<file path="src/hdl/rmc_pkg.sv">
// Shared types and constants for the NMEA RMC position parser.
// Used by rmc_parse, rmc_conv and nmea_rmc_position_parser; depends on nothing.
package rmc_pkg;

    localparam int MAX_LINE_DEF = 128;

    localparam logic [7:0] CH_DOLLAR = 8'h24;
    localparam logic [7:0] CH_COMMA  = 8'h2C;
    localparam logic [7:0] CH_LF     = 8'h0A;
    localparam logic [7:0] CH_M      = 8'h4D;
    localparam logic [7:0] CH_C      = 8'h43;
    localparam logic [7:0] CH_A      = 8'h41;
    localparam logic [7:0] CH_V      = 8'h56;
    localparam logic [7:0] CH_S      = 8'h53;
    localparam logic [7:0] CH_W      = 8'h57;
    localparam logic [7:0] CH_ZERO   = 8'h30;
    localparam logic [7:0] CH_NINE   = 8'h39;

    // Field numbers counted in commas after the header.
    localparam logic [2:0] FLD_VALID = 3'd2;
    localparam logic [2:0] FLD_LAT   = 3'd3;
    localparam logic [2:0] FLD_NS    = 3'd4;
    localparam logic [2:0] FLD_LON   = 3'd5;
    localparam logic [2:0] FLD_EW    = 3'd6;
    localparam logic [2:0] FLD_LAST  = 3'd7;

    localparam logic [3:0] LAT_DEG_DIGITS = 4'd2;
    localparam logic [3:0] LON_DEG_DIGITS = 4'd3;

    localparam int LAT_DEG_W = 7;
    localparam int LON_DEG_W = 10;
    localparam int MIN_W     = 20;
    localparam int LAT_W     = 31;
    localparam int LON_W     = 35;
    localparam int MIN50_W   = 26;
    localparam int FRAC_W    = 24;

    localparam logic [23:0] DEG_SCALE = 24'd10000000;
    // Reciprocal of 3 scaled by 2^33; exact for any 32-bit dividend.
    localparam logic [31:0] RECIP3    = 32'hAAAAAAAB;
    localparam int          RECIP3_SH = 33;

    localparam int TDATA_W = 88;

    typedef struct packed {
        logic                 fix_valid;
        logic [LAT_DEG_W-1:0] lat_deg;
        logic [MIN_W-1:0]     lat_min;
        logic [LON_DEG_W-1:0] lon_deg;
        logic [MIN_W-1:0]     lon_min;
        logic [7:0]           north_south;
        logic [7:0]           east_west;
        logic                 digit_error;
    } rmc_snap_t;

    typedef struct packed {
        logic       to_deg;
        logic       to_min;
        logic [3:0] value;
        logic       bad;
    } coord_step_t;

    // One character of a DDMM.MMMM or DDDMM.MMMM field at index pos.
    function automatic coord_step_t coord_step(logic [7:0] c, logic [3:0] pos,
                                               logic [3:0] deg_digits);
        coord_step_t r;
        logic        dig;
        logic        use_it;
        r      = '0;
        dig    = (c >= CH_ZERO) && (c <= CH_NINE);
        use_it = 1'b0;
        if (pos < deg_digits) begin
            r.to_deg = 1'b1;
            use_it   = 1'b1;
        end else if (pos < deg_digits + 4'd2) begin
            r.to_min = 1'b1;
            use_it   = 1'b1;
        end else if (pos == deg_digits + 4'd2) begin
            use_it   = 1'b0;
        end else if (pos < deg_digits + 4'd7) begin
            r.to_min = 1'b1;
            use_it   = 1'b1;
        end
        if (use_it) begin
            r.value = dig ? 4'(c - CH_ZERO) : 4'd0;
            r.bad   = !dig;
        end
        return r;
    endfunction

endpackage

</file>
<file path="src/hdl/rmc_parse.sv">
// Byte-level sentence tracker: header match, field counting, digit accumulation.
// Depends on rmc_pkg; feeds a snapshot of the line into rmc_conv on each RMC line end.
module rmc_parse #(
    parameter int MAX_LINE = rmc_pkg::MAX_LINE_DEF
) (
    input  logic              clk,
    input  logic              rst_n,
    input  logic              accept,
    input  logic [7:0]        rx_byte,
    output logic              emit,
    output rmc_pkg::rmc_snap_t snap
);

    localparam int POS_W = $clog2(MAX_LINE + 1);

    logic [POS_W-1:0]              pos_reg,     pos_next;
    logic [2:0]                    hdr_reg,     hdr_next;
    logic [2:0]                    fld_reg,     fld_next;
    logic [3:0]                    cif_reg,     cif_next;
    logic [rmc_pkg::LAT_DEG_W-1:0] lat_deg_reg, lat_deg_next;
    logic [rmc_pkg::MIN_W-1:0]     lat_min_reg, lat_min_next;
    logic [rmc_pkg::LON_DEG_W-1:0] lon_deg_reg, lon_deg_next;
    logic [rmc_pkg::MIN_W-1:0]     lon_min_reg, lon_min_next;
    logic [7:0]                    ns_reg,      ns_next;
    logic [7:0]                    ew_reg,      ew_next;
    logic                          valid_reg,   valid_next;
    logic                          bad_reg,     bad_next;

    rmc_pkg::coord_step_t          lat_step;
    rmc_pkg::coord_step_t          lon_step;

    // A '$' clears the field number, so a coordinate step only matters with the stored index.
    assign lat_step = rmc_pkg::coord_step(rx_byte, cif_reg, rmc_pkg::LAT_DEG_DIGITS);
    assign lon_step = rmc_pkg::coord_step(rx_byte, cif_reg, rmc_pkg::LON_DEG_DIGITS);

    always_comb
    begin
        pos_next     = pos_reg;
        hdr_next     = hdr_reg;
        fld_next     = fld_reg;
        cif_next     = cif_reg;
        lat_deg_next = lat_deg_reg;
        lat_min_next = lat_min_reg;
        lon_deg_next = lon_deg_reg;
        lon_min_next = lon_min_reg;
        ns_next      = ns_reg;
        ew_next      = ew_reg;
        valid_next   = valid_reg;
        bad_next     = bad_reg;
        emit         = 1'b0;
        if (accept)
        begin
            if (rx_byte == rmc_pkg::CH_DOLLAR)
            begin
                pos_next     = '0;
                hdr_next     = '0;
                fld_next     = '0;
                cif_next     = '0;
                lat_deg_next = '0;
                lat_min_next = '0;
                lon_deg_next = '0;
                lon_min_next = '0;
                ns_next      = '0;
                ew_next      = '0;
                bad_next     = 1'b0;
            end
            // A full line ignores everything up to the next '$'.
            if (pos_next != POS_W'(MAX_LINE))
            begin
                if (pos_next == POS_W'(0) && rx_byte == rmc_pkg::CH_DOLLAR)
                    hdr_next[0] = 1'b1;
                if (pos_next == POS_W'(4) && rx_byte == rmc_pkg::CH_M)
                    hdr_next[1] = 1'b1;
                if (pos_next == POS_W'(5) && rx_byte == rmc_pkg::CH_C)
                    hdr_next[2] = 1'b1;
                pos_next = pos_next + POS_W'(1);
                if (hdr_next == 3'b111 && rx_byte == rmc_pkg::CH_LF)
                begin
                    emit         = 1'b1;
                    pos_next     = '0;
                    hdr_next     = '0;
                    fld_next     = '0;
                    cif_next     = '0;
                    lat_deg_next = '0;
                    lat_min_next = '0;
                    lon_deg_next = '0;
                    lon_min_next = '0;
                    ns_next      = '0;
                    ew_next      = '0;
                    bad_next     = 1'b0;
                end
                else if (rx_byte == rmc_pkg::CH_COMMA)
                begin
                    if (fld_next != rmc_pkg::FLD_LAST)
                        fld_next = fld_next + 3'd1;
                    cif_next = '0;
                end
                else
                begin
                    case (fld_next)
                        rmc_pkg::FLD_VALID:
                        begin
                            if (cif_next == 4'd0 && rx_byte == rmc_pkg::CH_A)
                                valid_next = 1'b1;
                            else if (cif_next == 4'd0 && rx_byte == rmc_pkg::CH_V)
                                valid_next = 1'b0;
                        end
                        rmc_pkg::FLD_LAT:
                        begin
                            if (lat_step.to_deg)
                                lat_deg_next = rmc_pkg::LAT_DEG_W'(lat_deg_next * 4'd10
                                               + rmc_pkg::LAT_DEG_W'(lat_step.value));
                            if (lat_step.to_min)
                                lat_min_next = rmc_pkg::MIN_W'(lat_min_next * 4'd10
                                               + rmc_pkg::MIN_W'(lat_step.value));
                            if (lat_step.bad)
                                bad_next = 1'b1;
                        end
                        rmc_pkg::FLD_NS:
                        begin
                            if (cif_next == 4'd0)
                                ns_next = rx_byte;
                        end
                        rmc_pkg::FLD_LON:
                        begin
                            if (lon_step.to_deg)
                                lon_deg_next = rmc_pkg::LON_DEG_W'(lon_deg_next * 4'd10
                                               + rmc_pkg::LON_DEG_W'(lon_step.value));
                            if (lon_step.to_min)
                                lon_min_next = rmc_pkg::MIN_W'(lon_min_next * 4'd10
                                               + rmc_pkg::MIN_W'(lon_step.value));
                            if (lon_step.bad)
                                bad_next = 1'b1;
                        end
                        rmc_pkg::FLD_EW:
                        begin
                            if (cif_next == 4'd0)
                                ew_next = rx_byte;
                        end
                        default:
                        begin
                        end
                    endcase
                    if (cif_next != 4'd15)
                        cif_next = cif_next + 4'd1;
                end
            end
        end
    end

    // A line end never coincides with a '$', so the snapshot is the stored line.
    always_comb
    begin
        snap.fix_valid   = valid_reg;
        snap.lat_deg     = lat_deg_reg;
        snap.lat_min     = lat_min_reg;
        snap.lon_deg     = lon_deg_reg;
        snap.lon_min     = lon_min_reg;
        snap.north_south = ns_reg;
        snap.east_west   = ew_reg;
        snap.digit_error = bad_reg;
    end

    always_ff @(posedge clk or negedge rst_n)
    begin
        if (!rst_n)
        begin
            pos_reg     <= '0;
            hdr_reg     <= '0;
            fld_reg     <= '0;
            cif_reg     <= '0;
            lat_deg_reg <= '0;
            lat_min_reg <= '0;
            lon_deg_reg <= '0;
            lon_min_reg <= '0;
            ns_reg      <= '0;
            ew_reg      <= '0;
            valid_reg   <= 1'b0;
            bad_reg     <= 1'b0;
        end
        else
        begin
            pos_reg     <= pos_next;
            hdr_reg     <= hdr_next;
            fld_reg     <= fld_next;
            cif_reg     <= cif_next;
            lat_deg_reg <= lat_deg_next;
            lat_min_reg <= lat_min_next;
            lon_deg_reg <= lon_deg_next;
            lon_min_reg <= lon_min_next;
            ns_reg      <= ns_next;
            ew_reg      <= ew_next;
            valid_reg   <= valid_next;
            bad_reg     <= bad_next;
        end
    end

endmodule

</file>
<file path="src/hdl/rmc_conv.sv">
// Three-stage conversion of degrees and minutes into signed 1e-7 degree units.
// Depends on rmc_pkg; the last stage is the result register of the block.
module rmc_conv (
    input  logic                        clk,
    input  logic                        rst_n,
    input  logic                        load,
    input  rmc_pkg::rmc_snap_t          snap,
    output logic                        ready,
    output logic                        out_valid,
    input  logic                        out_ready,
    output logic [rmc_pkg::TDATA_W-1:0] out_data
);

    localparam int LAT_DE7_W = 30;
    localparam int LON_DE7_W = 34;
    localparam int PROD_W    = rmc_pkg::MIN50_W + 32;

    logic v1_reg, v2_reg, v3_reg;
    logic adv1, adv2, adv3;

    // Stage 1: whole degrees scaled, minutes times 50.
    logic [LAT_DE7_W-1:0]        s1_lat_de7_reg;
    logic [LON_DE7_W-1:0]        s1_lon_de7_reg;
    logic [rmc_pkg::MIN50_W-1:0] s1_lat_m50_reg;
    logic [rmc_pkg::MIN50_W-1:0] s1_lon_m50_reg;
    logic                        s1_lat_neg_reg, s1_lon_neg_reg;
    logic [7:0]                  s1_ns_reg, s1_ew_reg;
    logic                        s1_fix_reg, s1_bad_reg;

    // Stage 2: minutes*50/3.
    logic [LAT_DE7_W-1:0]        s2_lat_de7_reg;
    logic [LON_DE7_W-1:0]        s2_lon_de7_reg;
    logic [rmc_pkg::FRAC_W-1:0]  s2_lat_frac_reg;
    logic [rmc_pkg::FRAC_W-1:0]  s2_lon_frac_reg;
    logic                        s2_lat_neg_reg, s2_lon_neg_reg;
    logic [7:0]                  s2_ns_reg, s2_ew_reg;
    logic                        s2_fix_reg, s2_bad_reg;

    // Stage 3: signed result.
    logic [rmc_pkg::LAT_W-1:0]   s3_lat_reg;
    logic [rmc_pkg::LON_W-1:0]   s3_lon_reg;
    logic [7:0]                  s3_ns_reg, s3_ew_reg;
    logic                        s3_fix_reg, s3_bad_reg;

    logic [rmc_pkg::MIN50_W-1:0] lat_m50, lon_m50;
    logic [PROD_W-1:0]           lat_prod, lon_prod;
    logic [rmc_pkg::LAT_W-1:0]   lat_mag;
    logic [rmc_pkg::LON_W-1:0]   lon_mag;

    assign adv3  = !v3_reg || out_ready;
    assign adv2  = !v2_reg || adv3;
    assign adv1  = !v1_reg || adv2;
    assign ready = adv1;

    // x*50 = x*32 + x*16 + x*2
    assign lat_m50 = {1'b0, snap.lat_min, 5'b0} + {2'b0, snap.lat_min, 4'b0}
                   + {5'b0, snap.lat_min, 1'b0};
    assign lon_m50 = {1'b0, snap.lon_min, 5'b0} + {2'b0, snap.lon_min, 4'b0}
                   + {5'b0, snap.lon_min, 1'b0};

    assign lat_prod = PROD_W'(s1_lat_m50_reg) * PROD_W'(rmc_pkg::RECIP3);
    assign lon_prod = PROD_W'(s1_lon_m50_reg) * PROD_W'(rmc_pkg::RECIP3);

    assign lat_mag = rmc_pkg::LAT_W'(s2_lat_de7_reg) + rmc_pkg::LAT_W'(s2_lat_frac_reg);
    assign lon_mag = rmc_pkg::LON_W'(s2_lon_de7_reg) + rmc_pkg::LON_W'(s2_lon_frac_reg);

    always_ff @(posedge clk or negedge rst_n)
    begin
        if (!rst_n)
        begin
            v1_reg <= 1'b0;
            v2_reg <= 1'b0;
            v3_reg <= 1'b0;
        end
        else
        begin
            if (adv1)
                v1_reg <= load;
            if (adv2)
                v2_reg <= v1_reg;
            if (adv3)
                v3_reg <= v2_reg;
        end
    end

    always_ff @(posedge clk)
    begin
        if (adv1 && load)
        begin
            s1_lat_de7_reg <= LAT_DE7_W'(snap.lat_deg) * LAT_DE7_W'(rmc_pkg::DEG_SCALE);
            s1_lon_de7_reg <= LON_DE7_W'(snap.lon_deg) * LON_DE7_W'(rmc_pkg::DEG_SCALE);
            s1_lat_m50_reg <= lat_m50;
            s1_lon_m50_reg <= lon_m50;
            s1_lat_neg_reg <= (snap.north_south == rmc_pkg::CH_S);
            s1_lon_neg_reg <= (snap.east_west == rmc_pkg::CH_W);
            s1_ns_reg      <= snap.north_south;
            s1_ew_reg      <= snap.east_west;
            s1_fix_reg     <= snap.fix_valid;
            s1_bad_reg     <= snap.digit_error;
        end
        if (adv2 && v1_reg)
        begin
            s2_lat_de7_reg  <= s1_lat_de7_reg;
            s2_lon_de7_reg  <= s1_lon_de7_reg;
            s2_lat_frac_reg <= lat_prod[rmc_pkg::RECIP3_SH +: rmc_pkg::FRAC_W];
            s2_lon_frac_reg <= lon_prod[rmc_pkg::RECIP3_SH +: rmc_pkg::FRAC_W];
            s2_lat_neg_reg  <= s1_lat_neg_reg;
            s2_lon_neg_reg  <= s1_lon_neg_reg;
            s2_ns_reg       <= s1_ns_reg;
            s2_ew_reg       <= s1_ew_reg;
            s2_fix_reg      <= s1_fix_reg;
            s2_bad_reg      <= s1_bad_reg;
        end
        if (adv3 && v2_reg)
        begin
            s3_lat_reg <= s2_lat_neg_reg ? (~lat_mag + rmc_pkg::LAT_W'(1)) : lat_mag;
            s3_lon_reg <= s2_lon_neg_reg ? (~lon_mag + rmc_pkg::LON_W'(1)) : lon_mag;
            s3_ns_reg  <= s2_ns_reg;
            s3_ew_reg  <= s2_ew_reg;
            s3_fix_reg <= s2_fix_reg;
            s3_bad_reg <= s2_bad_reg;
        end
    end

    assign out_valid = v3_reg;
    assign out_data  = {4'b0, s3_bad_reg, s3_ew_reg, s3_ns_reg,
                        s3_lon_reg, s3_lat_reg, s3_fix_reg};

endmodule

</file>
<file path="src/hdl/nmea_rmc_position_parser.sv">
// Top level of the NMEA RMC position parser: byte tracker plus conversion pipeline.
// Depends on rmc_pkg, rmc_parse and rmc_conv.
//
//  channel   dir  width  contents
//  s_axis    in   8      rx_byte, one received character per transfer
//  m_axis    out  88     one position result per complete RMC line
//
// A transfer can occur in every cycle while s_axis_tready is high.
// After the transfer of the line feed, the snapshot passes through conversion
// stages 1, 2 and 3; m_axis_tvalid rises once stage 3 holds the result, so the
// conversion pipeline sets the latency. All control state clears on rst_n.
// When m_axis stalls, the pipeline fills and s_axis_tready drops once all three
// stages hold a result.
module nmea_rmc_position_parser #(
    parameter int MAX_LINE = rmc_pkg::MAX_LINE_DEF
) (
    input  logic                        clk,
    input  logic                        rst_n,
    input  logic                        s_axis_tvalid,
    output logic                        s_axis_tready,
    input  logic [7:0]                  s_axis_tdata,  // [7:0] rx_byte
    output logic                        m_axis_tvalid,
    input  logic                        m_axis_tready,
    // [0] fix_valid, [31:1] latitude_e7, [66:32] longitude_e7,
    // [74:67] north_south, [82:75] east_west, [83] digit_error, [87:84] zero
    output logic [rmc_pkg::TDATA_W-1:0] m_axis_tdata
);

    logic               accept;
    logic               emit;
    logic               conv_ready;
    rmc_pkg::rmc_snap_t snap;

    assign s_axis_tready = conv_ready;
    assign accept        = s_axis_tvalid && conv_ready;

    rmc_parse #(
        .MAX_LINE (MAX_LINE)
    ) u_parse (
        .clk     (clk),
        .rst_n   (rst_n),
        .accept  (accept),
        .rx_byte (s_axis_tdata),
        .emit    (emit),
        .snap    (snap)
    );

    rmc_conv u_conv (
        .clk       (clk),
        .rst_n     (rst_n),
        .load      (emit),
        .snap      (snap),
        .ready     (conv_ready),
        .out_valid (m_axis_tvalid),
        .out_ready (m_axis_tready),
        .out_data  (m_axis_tdata)
    );

endmodule
</file>
<file path="config.mk">
export PLATFORM = sky130hd
export DESIGN_NAME = nmea_rmc_position_parser
export DESIGN_NICKNAME = d
export VERILOG_FILES = /design/src/hdl/rmc_pkg.sv /design/src/hdl/rmc_parse.sv /design/src/hdl/rmc_conv.sv /design/src/hdl/nmea_rmc_position_parser.sv
export SDC_FILE = /design/constraint.sdc
export NUM_CORES = 2
export LEC_CHECK = 0
export BUFFER_PORTS_ARGS = -buffer_cell sky130_fd_sc_hd__buf_2
export CORE_UTILIZATION = 35
export CTS_CLUSTER_SIZE = 30
export DETAILED_ROUTE_END_ITERATION = 8
export PLACE_DENSITY_LB_ADDON = 0.1
export RECOVER_POWER = 50
export SETUP_SLACK_MARGIN = 0.4
export SLEW_MARGIN = 40
export SYNTH_ARGS = -nofsm -noshare
export SYNTH_HDL_FRONTEND = slang
export SYNTH_SLANG_ARGS = --single-unit
</file>
<file path="constraint.sdc">
create_clock -name clk -period 10.25 [get_ports clk]
set_clock_uncertainty 0.05 [all_clocks]
set_input_delay 2.05 -clock clk [delete_from_list [all_inputs] [get_ports clk]]
set_output_delay 2.05 -clock clk [all_outputs]
set_load 0.02 [all_outputs]
</file>
==> key figures <==
Clocking
  – CTS sink cnt: 418
  – Worst-path clk slew: 60 ps
  – Hold buffer count at cts: 0
  – CTS tree: done
  – CTS buffer count: 51
  – Post-CTS Setup Bufs: 0
  – H-tree lvl count: 2
  – Clk_lat worst skew: 620 ps
  – CTS resizes: 0
  – CTS Buffer Depth: 3
  – Clk root buf: clkbuf_16

Setup path
  – WP data required: 10570 ps
  – CP Class: register to register
  – CP bufs+invs: 4
  – Worst Path Arrival: 8420 ps
  – CP max-delay cell: fa_1
  – Crit Path Max Fanout: 6
  – CP Capture Type: register
  – CP peak stage delay: 600 ps
  – Critical Path Source Type: register
  – Critical path, cell by cell: ha_1 > inv_1 > fa_1 > inv_1 > fa_1 > fa_1 > fa_1 > fa_1 > inv_1 > fa_1 > inv_1 > ha_1 > and4_1 > nand4_1 > nor4bb_1 > o31a_1 > o311a_1 > o211ai_1 > o21a_1 > o31ai_1 > o31a_1 > o21ai_0 > a2111oi_0
  – Kind of cell adding the most delay to the critical path: adder cells
  – Most Frequent Cell on Critical Path: fa_1

Routing
  – Detailed Routing Iterations Pass 1: 5
  – Drt via density: 4.84
  – Wire per inst: 17.5 microns
  – Drt drc: 0
  – Total Wirelength: 106000 microns
  – Vias: 29411
  – Final ANT Viol Nets: 0
  – Initial DRC count: 1295

Hold path
  – Hold Crit Class: register to register

Yosys
  – Post-synth EDFFs: 322
  – Primary FF master, synth: edfxtp_1
  – Register area share after synthesis: 0.269
  – Post-synth top area cell: edfxtp_1
  – Synthesized cell area: 44900 sq um
  – Synth warnings: 0
  – Register bit total from synthesis: 418
  – Synth unique cells: 78
  – Yosys top cell area share: 0.215
  – Most frequent cell after synthesis: inv_1
  – Synth Instances: 4256
  – Main area contributors after synthesis: edfxtp_1 22%, ha_1 21%, fa_1 20%, inv_1 6.6%, dfrtp_1 5.4%
  – Mean Syn Cell Area: 10.5 sq um
  – Synth top cells by count: 784 x inv_1, 743 x ha_1, 458 x fa_1
  – FFs w/ async S/R, synth: 0.230

Final layout
  – Max reg flops: 35
  – P&R area growth vs syn: 9.13%
  – Share of cells above drive strength 1: 0.0294
  – # nets final: 5590
  – Layout Cells excl Fill: 6081
  – N_diodes: 0
  – Post-route cell area: 49000 sq um
  – Share of the core filled with cells: 0.385

Floorplan
  – Die area: 130000 sq um
  – Starting density of the core: 0.352
  – Row cnt: 131
  – Area of the core: 127000 sq um
  – Io pins: 102
  – Die W: 360 microns
  – Chip height: 360 microns

Power
  – Peak VDD IR: 0.126 mV
  – Static Leak: 23.7 nW
  – Power Dens Cells: 80.2 nW/um^2

Global route
  – Remaining Overflow, GRT: 0
  – First-pass GRT wire length: 174000 microns
  – Pin count of the biggest net entering global routing: 83
  – Antenna violations before repair: 4
  – Number of global-route vias before repair: 31265
  – GRT Util Overall: 0.168

Place
  – Placed instance count: 5985
  – Port Buffer Count: 97
  – GP Congestion: 0.844
  – Placement Cell Area: 47400 sq um
  – Post-detail-place hpwl: 88700 microns

STA
  – Unrepaired setup endpoints after global routing: no
  – Final min period: 8100 ps
  – Final Hold Vio Count: 0
  – Slew @ Worst Pin: 4120 ps
  – Post-Route Setup TNS: 0 ps
  – Worst slew margin: -1.75
  – Final slew viol count: 258
  – Final setup vio count: 0
  – Period utilization: 0.790
  – Fmax: 0.123 GHz

Status
  – Violated checks: capacitance limit, slew limit
  – Status: finished with violations

Run
  – Max_cap viols: 6
-- metal layers --
layer	wire [microns]	vias up	track usage
met5	11	-	0
met1	50600	14348	0.231
met2	51300	277	0.288
li1	-	14690	-
met4	1760	2	0.0303
met3	2490	94	0.0158
-- worst reg2reg max path, delay by kind of cell, from the launching register on --
kind	cells	cell delay, ps
flip-flops	1	450
AND/OR/NAND/NOR	3	880
adder cells (fa/ha/maj)	8	3750
AO/OA/AOI/OAI	8	2280
buffers and inverters	4	440
-- logic make-up (layout without fill, tap and decap cells) --
family | after synthesis | after routing | share of synthesized area
AND/OR/NAND/NOR | 792 | 792 | 0.0880
adder cells (fa/ha/maj) | 1201 | 1201 | 0.411
AO/OA/AOI/OAI | 703 | 703 | 0.101
buffers and inverters | 833 | 993 | 0.0702
other | 1 | 4 | 0.0000836
multiplexers | 5 | 5 | 0.00117
flip-flops | 418 | 418 | 0.269
XOR/XNOR | 303 | 303 | 0.0591
-- stage by stage --
stage | hold slack [ps] | setup slack (ps) | power [W]
final | 358 | 2150 | 0.00393
after global routing | 374 | 1370 | 0.00410
after CTS | 358 | 1960 | 0.00400
after detailed placement | 355 | 1990 | 0.00214
after global placement | 351 | 2120 | 0.00215
after floorplan | 350 | 2010 | 0.00207
-- path summary, 6_finish.rpt --
kind,start,slack (ps),end,cells past startpoint
setup / recovery,u_conv.s1_lat_m50_reg[4],2150,u_conv.s2_lat_frac_reg[22],23
hold / removal,u_conv.s1_lat_de7_reg[11],360,u_conv.s2_lat_de7_reg[11],0
setup reg to reg,u_conv.s1_lat_m50_reg[4],2150,u_conv.s2_lat_frac_reg[22],23
hold reg to reg,u_conv.s1_lat_de7_reg[11],360,u_conv.s2_lat_de7_reg[11],0
max in group asynchronous,rst_n,3690,u_parse.lon_deg_reg[7],2
min in group asynchronous,rst_n,1800,u_parse.lon_deg_reg[0],1
-- cells in the final DEF, fill, tap and decap left out, types with 70 or more instances in the layout --
cell type / synthesis / final
inv_1: 784 / 784
clkbuf_1: 41 / 100
a21o_1: 73 / 73
dfrtp_1: 96 / 96
o21ai_0: 186 / 185
nand2_1: 218 / 217
xnor2_1: 203 / 203
a21oi_1: 172 / 172
edfxtp_1: 322 / 322
nor3_1: 70 / 70
xor2_1: 100 / 100
fa_1: 458 / 458
ha_1: 743 / 743
nor2_1: 165 / 164
-- power breakdown --
part           internal (W)  switching (W)
registers           0.00183      0.0000422
clock network       0.00106       0.000762
logic             0.0000963       0.000141
total               0.00298       0.000946
-- area by class of cell --
class | instances | area, sq um
clock buffers | 71 | 1430
clock inverters | 24 | 225
fillers | 12697 | 78400
inverters | 784 | 2940
multi-input cells | 3008 | 29700
flip-flops and latches | 418 | 12100
well taps | 1662 | 2080
repair buffers | 114 | 520
(Power assumes the default switching activity.)
